[src/rtl/core/hci_pkg.sv]
package hci_pkg;

  localparam int unsigned CoordW = 16;
  localparam int unsigned IndexW = 32;
  localparam int unsigned OrderW = 5;
  localparam int unsigned LevelW = 4;
  localparam int unsigned FieldOrderLimit = 16;

  localparam logic [OrderW-1:0] OrderReset = 5'd16;

  localparam logic CmdToCoord = 1'b0;
  localparam logic CmdToIndex = 1'b1;

  typedef struct packed {
    logic              cmd;
    logic [IndexW-1:0] index_in;
    logic [CoordW-1:0] coord_x;
    logic [CoordW-1:0] coord_y;
  } in_t;

  typedef struct packed {
    logic [CoordW-1:0] out_x;
    logic [CoordW-1:0] out_y;
    logic [IndexW-1:0] out_index;
  } out_t;

  typedef struct packed {
    logic              cmd;
    logic [OrderW-1:0] order;
    logic [IndexW-1:0] index;
    logic [CoordW-1:0] x;
    logic [CoordW-1:0] y;
  } work_t;

endpackage

[src/rtl/core/hci_level.sv]
module hci_level #(
  parameter logic [hci_pkg::LevelW-1:0] UpLevel   = 4'd0,
  parameter logic [hci_pkg::LevelW-1:0] DownLevel = 4'd0
) (
  input  logic          clk_i,
  input  logic          rst_ni,
  input  logic          en_i,
  input  logic          valid_i,
  input  hci_pkg::work_t work_i,
  output logic          valid_o,
  output hci_pkg::work_t work_o
);

  logic                        valid_q;
  hci_pkg::work_t              work_q;
  hci_pkg::work_t              work_d;
  logic [hci_pkg::LevelW-1:0]  lvl;
  logic                        active;
  logic [hci_pkg::CoordW-1:0]  m;
  logic [hci_pkg::CoordW-1:0]  a;
  logic [hci_pkg::CoordW-1:0]  b;
  logic [hci_pkg::CoordW-1:0]  na;
  logic [hci_pkg::CoordW-1:0]  nb;
  logic                        rx;
  logic                        ry;

  always_comb begin
    lvl    = (work_i.cmd == hci_pkg::CmdToIndex) ? DownLevel : UpLevel;
    active = {1'b0, lvl} < work_i.order;
    m      = (hci_pkg::CoordW'(1) << lvl) - hci_pkg::CoordW'(1);
    if (work_i.cmd == hci_pkg::CmdToIndex) begin
      rx = work_i.x[lvl];
      ry = work_i.y[lvl];
    end else begin
      rx = work_i.index[{lvl, 1'b1}];
      ry = work_i.index[{lvl, 1'b0}] ^ rx;
    end
    a = work_i.x & m;
    b = work_i.y & m;
    if (!ry) begin
      if (rx) begin
        a = a ^ m;
        b = b ^ m;
      end
      na = b;
      nb = a;
    end else begin
      na = a;
      nb = b;
    end
    work_d = work_i;
    if (active) begin
      if (work_i.cmd == hci_pkg::CmdToIndex) begin
        work_d.index = work_i.index
                     | (hci_pkg::IndexW'(rx) << {lvl, 1'b1})
                     | (hci_pkg::IndexW'(rx ^ ry) << {lvl, 1'b0});
        work_d.x     = na;
        work_d.y     = nb;
      end else begin
        work_d.x = na | (hci_pkg::CoordW'(rx) << lvl);
        work_d.y = nb | (hci_pkg::CoordW'(ry) << lvl);
      end
    end
  end

  always_ff @(posedge clk_i or negedge rst_ni) begin
    if (!rst_ni) begin
      valid_q <= 1'b0;
    end else if (en_i) begin
      valid_q <= valid_i;
    end
  end

  always_ff @(posedge clk_i) begin
    if (en_i && valid_i) begin
      work_q <= work_d;
    end
  end

  assign valid_o = valid_q;
  assign work_o  = work_q;

endmodule

[src/rtl/core/hci_output.sv]
module hci_output (
  input  logic           clk_i,
  input  logic           rst_ni,
  input  logic           en_i,
  input  logic           valid_i,
  input  hci_pkg::work_t work_i,
  output logic           valid_o,
  output hci_pkg::out_t  data_o
);

  logic          valid_q;
  hci_pkg::out_t data_q;
  hci_pkg::out_t data_d;

  always_comb begin
    if (work_i.cmd == hci_pkg::CmdToIndex) begin
      data_d.out_x     = '0;
      data_d.out_y     = '0;
      data_d.out_index = work_i.index;
    end else begin
      data_d.out_x     = work_i.x;
      data_d.out_y     = work_i.y;
      data_d.out_index = '0;
    end
  end

  always_ff @(posedge clk_i or negedge rst_ni) begin
    if (!rst_ni) begin
      valid_q <= 1'b0;
    end else if (en_i) begin
      valid_q <= valid_i;
    end
  end

  always_ff @(posedge clk_i) begin
    if (en_i && valid_i) begin
      data_q <= data_d;
    end
  end

  assign valid_o = valid_q;
  assign data_o  = data_q;

endmodule

[src/rtl/core/hilbert_curve_index_converter.sv]
// Channel  Direction  Handshake               Beat
// in       input      in_valid_i/in_ready_o   hci_pkg::in_t  (cmd, index, x, y)
// out      output     out_valid_o/out_ready_i hci_pkg::out_t (x, y, index)
// cfg      input      cfg_we_i                curve order, 5 bits
//
// One beat enters per cycle while in_ready_o is high; N = min(MAX_ORDER, 16)
// is the number of level stages, one Hilbert bit level each, followed by the output register.
// Reset clears all valid bits and sets the curve order to 16.
// A stall at the output stops a stage only while it and every stage ahead of it are full; bubbles close up.
// The order is sampled when a beat enters and travels with it.
module hilbert_curve_index_converter #(
  parameter int unsigned MAX_ORDER = 16
) (
  input  logic                         clk_i,
  input  logic                         rst_ni,
  input  logic                         cfg_we_i,
  input  logic [hci_pkg::OrderW-1:0]   cfg_data_i,
  input  logic                         in_valid_i,
  output logic                         in_ready_o,
  input  hci_pkg::in_t                 in_data_i,
  output logic                         out_valid_o,
  input  logic                         out_ready_i,
  output hci_pkg::out_t                out_data_o
);

  localparam int unsigned NumLevels =
    (MAX_ORDER > hci_pkg::FieldOrderLimit) ? hci_pkg::FieldOrderLimit : MAX_ORDER;

  logic [hci_pkg::OrderW-1:0] order_q;
  logic [hci_pkg::OrderW-1:0] eff_order;
  logic [NumLevels-1:0]       stage_v;
  logic [NumLevels:0]         en;
  hci_pkg::work_t             stage_w [NumLevels];
  hci_pkg::work_t             entry_w;

  always_ff @(posedge clk_i or negedge rst_ni) begin
    if (!rst_ni) begin
      order_q <= hci_pkg::OrderReset;
    end else if (cfg_we_i) begin
      order_q <= cfg_data_i;
    end
  end

  always_comb begin
    if (order_q > hci_pkg::OrderW'(NumLevels)) begin
      eff_order = hci_pkg::OrderW'(NumLevels);
    end else begin
      eff_order = order_q;
    end
    entry_w.cmd   = in_data_i.cmd;
    entry_w.order = eff_order;
    if (in_data_i.cmd == hci_pkg::CmdToIndex) begin
      entry_w.index = '0;
      entry_w.x     = in_data_i.coord_x;
      entry_w.y     = in_data_i.coord_y;
    end else begin
      entry_w.index = in_data_i.index_in;
      entry_w.x     = '0;
      entry_w.y     = '0;
    end
  end

  assign en[NumLevels] = !out_valid_o || out_ready_i;

  for (genvar i = 0; i < NumLevels; i++) begin : g_level
    assign en[i] = !stage_v[i] || en[i+1];

    if (i == 0) begin : g_first
      hci_level #(
        .UpLevel  (hci_pkg::LevelW'(i)),
        .DownLevel(hci_pkg::LevelW'(NumLevels - 1 - i))
      ) u_level (
        .clk_i  (clk_i),
        .rst_ni (rst_ni),
        .en_i   (en[i]),
        .valid_i(in_valid_i),
        .work_i (entry_w),
        .valid_o(stage_v[i]),
        .work_o (stage_w[i])
      );
    end else begin : g_rest
      hci_level #(
        .UpLevel  (hci_pkg::LevelW'(i)),
        .DownLevel(hci_pkg::LevelW'(NumLevels - 1 - i))
      ) u_level (
        .clk_i  (clk_i),
        .rst_ni (rst_ni),
        .en_i   (en[i]),
        .valid_i(stage_v[i-1]),
        .work_i (stage_w[i-1]),
        .valid_o(stage_v[i]),
        .work_o (stage_w[i])
      );
    end
  end

  hci_output u_output (
    .clk_i  (clk_i),
    .rst_ni (rst_ni),
    .en_i   (en[NumLevels]),
    .valid_i(stage_v[NumLevels-1]),
    .work_i (stage_w[NumLevels-1]),
    .valid_o(out_valid_o),
    .data_o (out_data_o)
  );

  assign in_ready_o = en[0];

  a_full_stall_blocks: assert property (@(posedge clk_i) disable iff (!rst_ni)
    ((&stage_v) && out_valid_o && !out_ready_i) |-> !in_ready_o)
    else $error("input taken while every stage and the output are held");

  a_empty_entry_ready: assert property (@(posedge clk_i) disable iff (!rst_ni)
    !stage_v[0] |-> in_ready_o)
    else $error("entry stage empty but input not ready");

  a_last_reaches_out: assert property (@(posedge clk_i) disable iff (!rst_ni)
    (stage_v[NumLevels-1] && en[NumLevels]) |=> out_valid_o)
    else $error("beat leaving the last level did not reach the output");

  a_order_bound: assert property (@(posedge clk_i) disable iff (!rst_ni)
    (in_valid_i && in_ready_o) |-> (entry_w.order <= hci_pkg::OrderW'(NumLevels)))
    else $error("effective order exceeds the number of level stages");

endmodule
[config.mk]
export PLATFORM = sky130hd
export DESIGN_NAME = hilbert_curve_index_converter
export DESIGN_NICKNAME = d
export VERILOG_FILES = /design/src/rtl/core/hci_pkg.sv /design/src/rtl/core/hci_level.sv /design/src/rtl/core/hci_output.sv /design/src/rtl/core/hilbert_curve_index_converter.sv
export SDC_FILE = /design/constraint.sdc
export NUM_CORES = 2
export LEC_CHECK = 0
export ABC_CLOCK_PERIOD_IN_PS = 5000
export CAP_MARGIN = 20
export CORE_ASPECT_RATIO = 0.75
export CORE_UTILIZATION = 56
export CTS_CLUSTER_DIAMETER = 100
export DETAILED_ROUTE_END_ITERATION = 10
export DONT_BUFFER_PORTS = 1
export PLACE_DENSITY = 0.72
export SLEW_MARGIN = 5
export SYNTH_ARGS = -nofsm -noshare
export SYNTH_HDL_FRONTEND = slang
export SYNTH_HIERARCHICAL = 1
export SYNTH_SLANG_ARGS = --single-unit
export TNS_END_PERCENT = 10
[constraint.sdc]
create_clock -name clk_i -period 5 [get_ports clk_i]
set_input_delay 1 -clock clk_i [delete_from_list [all_inputs] [get_ports clk_i]]
set_output_delay 1 -clock clk_i [all_outputs]
set_load 0.005 [all_outputs]
==> results.cfg <==
[critical_path]
crit_path_end_kind = primary output
crit_family = simple AND/OR/NAND/NOR gates
path_max_fanout = 6
regToRegSetupSlack_ps = 1880
arrival_ps = 2330
crit_start = u_output/valid_o
critPathBufInv = 1
cp_cell_sequence = nor2b_4 > and3_4 > inv_2 > nor4_4 > nand3_1
cp-start-kind = register
critical_path.max_stage_delay_ps = 490
timing.rr.start = g_level[12].g_rest.u_level/work_o[69]
crit_slowest_cell = nor4_4
cp_data_required_time_ps = 4000
critPathKind = reg -> out

[route]
drt_first_pass_iters = 5
wl_um = 86300
routedWlPerCell_um = 18.8
drcViolationCount = 0
vias = 25700
vias_per_cell = 5.59
ant_nets = 0
drt_iter0_markers = 1680

[job]
cap_violations = 0

[die]
die_y_um = 270
rows = 97
die_x_um = 359
die_area_mm2 = 0.0968
start_util_pct = 56.9
core_area_mm2 = 0.0941
io_pins = 141

[placed_design]
port_buffers = 0
dp_hpwl_um = 59100
place.gp.congestion = 0.853
dpl_cell_area_mm2 = 0.0525

[grt]
grt_pass1_vias = 25900
antenna_found_initial = 0
track_usage_pct = 17.9
grt_first_pass_wirelength_um = 138000
grt_max_degree = 76
overflow = 0

[yosys]
yosysWarnings = 6
netlist_area_mm2 = 0.0535
syn-num-nets = 3911
synth_cells = 3788
syn-mean-instance-area_um2 = 14.1

[clock_tree]
cts_buffers = 110
clkSlewWorstSetupHoldPaths_ps = 60
htreeDepth = 3
cts_resized = 0
clockRootBuffer = clkbuf_16
hold_buffers = 1
cts_tree = done
clk_latency_ps = 710
clkSinkCount = 1201
post_cts_buffers = 0
clockBufferDepth = 3

[timing]
slew_viol_final = 0
rsz0062_at_grt = no
period_needed_ps = 3330
tns_ps = 0
worstMarginPinSlew_ps = 1070
clock.fmax_mhz = 301
slew_headroom_pct = 28.7
hold_violations = 0
finalClockSkew_ps = 33.1
fin_crit_sh_pct = 66.5
setup_viol = 0

[cells_and_area]
drive_gt1_share_pct = 14.4
area_growth_pct = 5.46
fin_area_mm2 = 0.0564
finalNetCount = 3393

[outcome]
status = finished, final reports clean

[power_and_ir_drop]
ir_drop_uv = 291
power.density_mw_per_mm2 = 428
p_leak_nw = 19.4

[min_path]
hold_path_class = in -> async
## state kept, by name (all words and copies together) (netlist names)
signal,flops
g_level.g_rest.u_level/work_o,1045
g_level.g_first.u_level/work_o,70
g_level.g_first.u_level/valid_o,1
g_level.g_rest.u_level/valid_o,15
u_output/valid_o,1
order_q,5
u_output/data_o,64
## worst paths after layout
path | endpoint | cells after the start
worst min register to register | g_level[12].g_rest.u_level/work_o[62] | 0
worst min-delay path | order_q[4] | 0
min in group clk_i | g_level[12].g_rest.u_level/work_o[62] | 0
worst max register to register | g_level[13].g_rest.u_level/work_o[25] | 8
worst max-delay path | in_ready_o | 5
max in group asynchronous | g_level[11].g_rest.u_level/valid_o | 2
## layer usage
metal,up-vias,wire length [um],GRT usage [%]
met5,-,0,0
met4,0,2570,6.54
met3,154,3080,2.78
met2,547,43100,30.8
met1,12700,37500,23.0
li1,12300,-,-
## layout by cell type, fill, tap and decap left out, types with 15 or more instances in the layout
| master | n |
|---|---|
| edfxtp_1 | 1179 |
| xnor2_1 | 285 |
| nand2_1 | 203 |
| and2_1 | 195 |
| clkbuf_16 | 111 |
| inv_1 | 109 |
| nor2b_1 | 96 |
| mux2_4 | 75 |
| xor2_1 | 73 |
| nand3_1 | 67 |
| o311ai_0 | 61 |
| mux2_2 | 60 |
| o21ai_0 | 59 |
| ha_1 | 48 |
| a21oi_1 | 48 |
| buf_4 | 43 |
| o31ai_1 | 42 |
| o2bb2ai_1 | 38 |
| o21bai_1 | 37 |
| nor2_1 | 26 |
| a31oi_1 | 23 |
| a32o_1 | 23 |
| a22o_1 | 22 |
| o31a_1 | 22 |
| o32ai_1 | 22 |
| clkinv_2 | 21 |
| dfrtp_1 | 21 |
| bufinv_16 | 19 |
| o2bb2ai_2 | 19 |
| and2_2 | 17 |
| clkinv_1 | 17 |
| nand2b_1 | 16 |
| a22oi_1 | 16 |
| clkbuf_1 | 15 |
| o311ai_1 | 15 |
## worst reg2reg max path, delay by kind of cell, from the launching register on
family	cells	cell delay, ps
adder cells (fa/ha/maj)	1	340
flip-flops	1	320
buffers and inverters	3	910
AO/OA/AOI/OAI	4	1370
## final cells by class
type	instances	area, um2
fill	6789	37600
sequential	1201	36000
multi-input combinational	1796	14200
clock buffer	128	2860
tap	1237	1550
clock inverter	79	975
timing repair buffer	50	460
inverter	111	417
antenna	1	2.50
## metrics by stage
stage / util (%) / power, mW / hold WS, ps / std cells / setup slack (ps)
4_1_cts: 59.9 / 24.4 / 67.2 / 4596 / 1560
3_5_place_dp: 55.8 / 15.6 / 405 / 4388 / 1680
3_3_place_gp: 55.8 / 15.4 / 401 / 4386 / 1760
5_1_grt: 60.0 / 25.1 / 83.8 / 4602 / 1470
6_report: 60.0 / 24.1 / 140 / 4603 / 1670
2_1_floorplan: - / 15.1 / 417 / 3788 / 1380
## power breakdown
group,switching (mW),total [mW],leakage [nW],internal [mW]
registers,0.600,12.9,11.9,12.3
clock network,3.63,8.74,1.85,5.11
logic,1.36,2.50,5.62,1.14
Power figures use the tool's default switching activity.
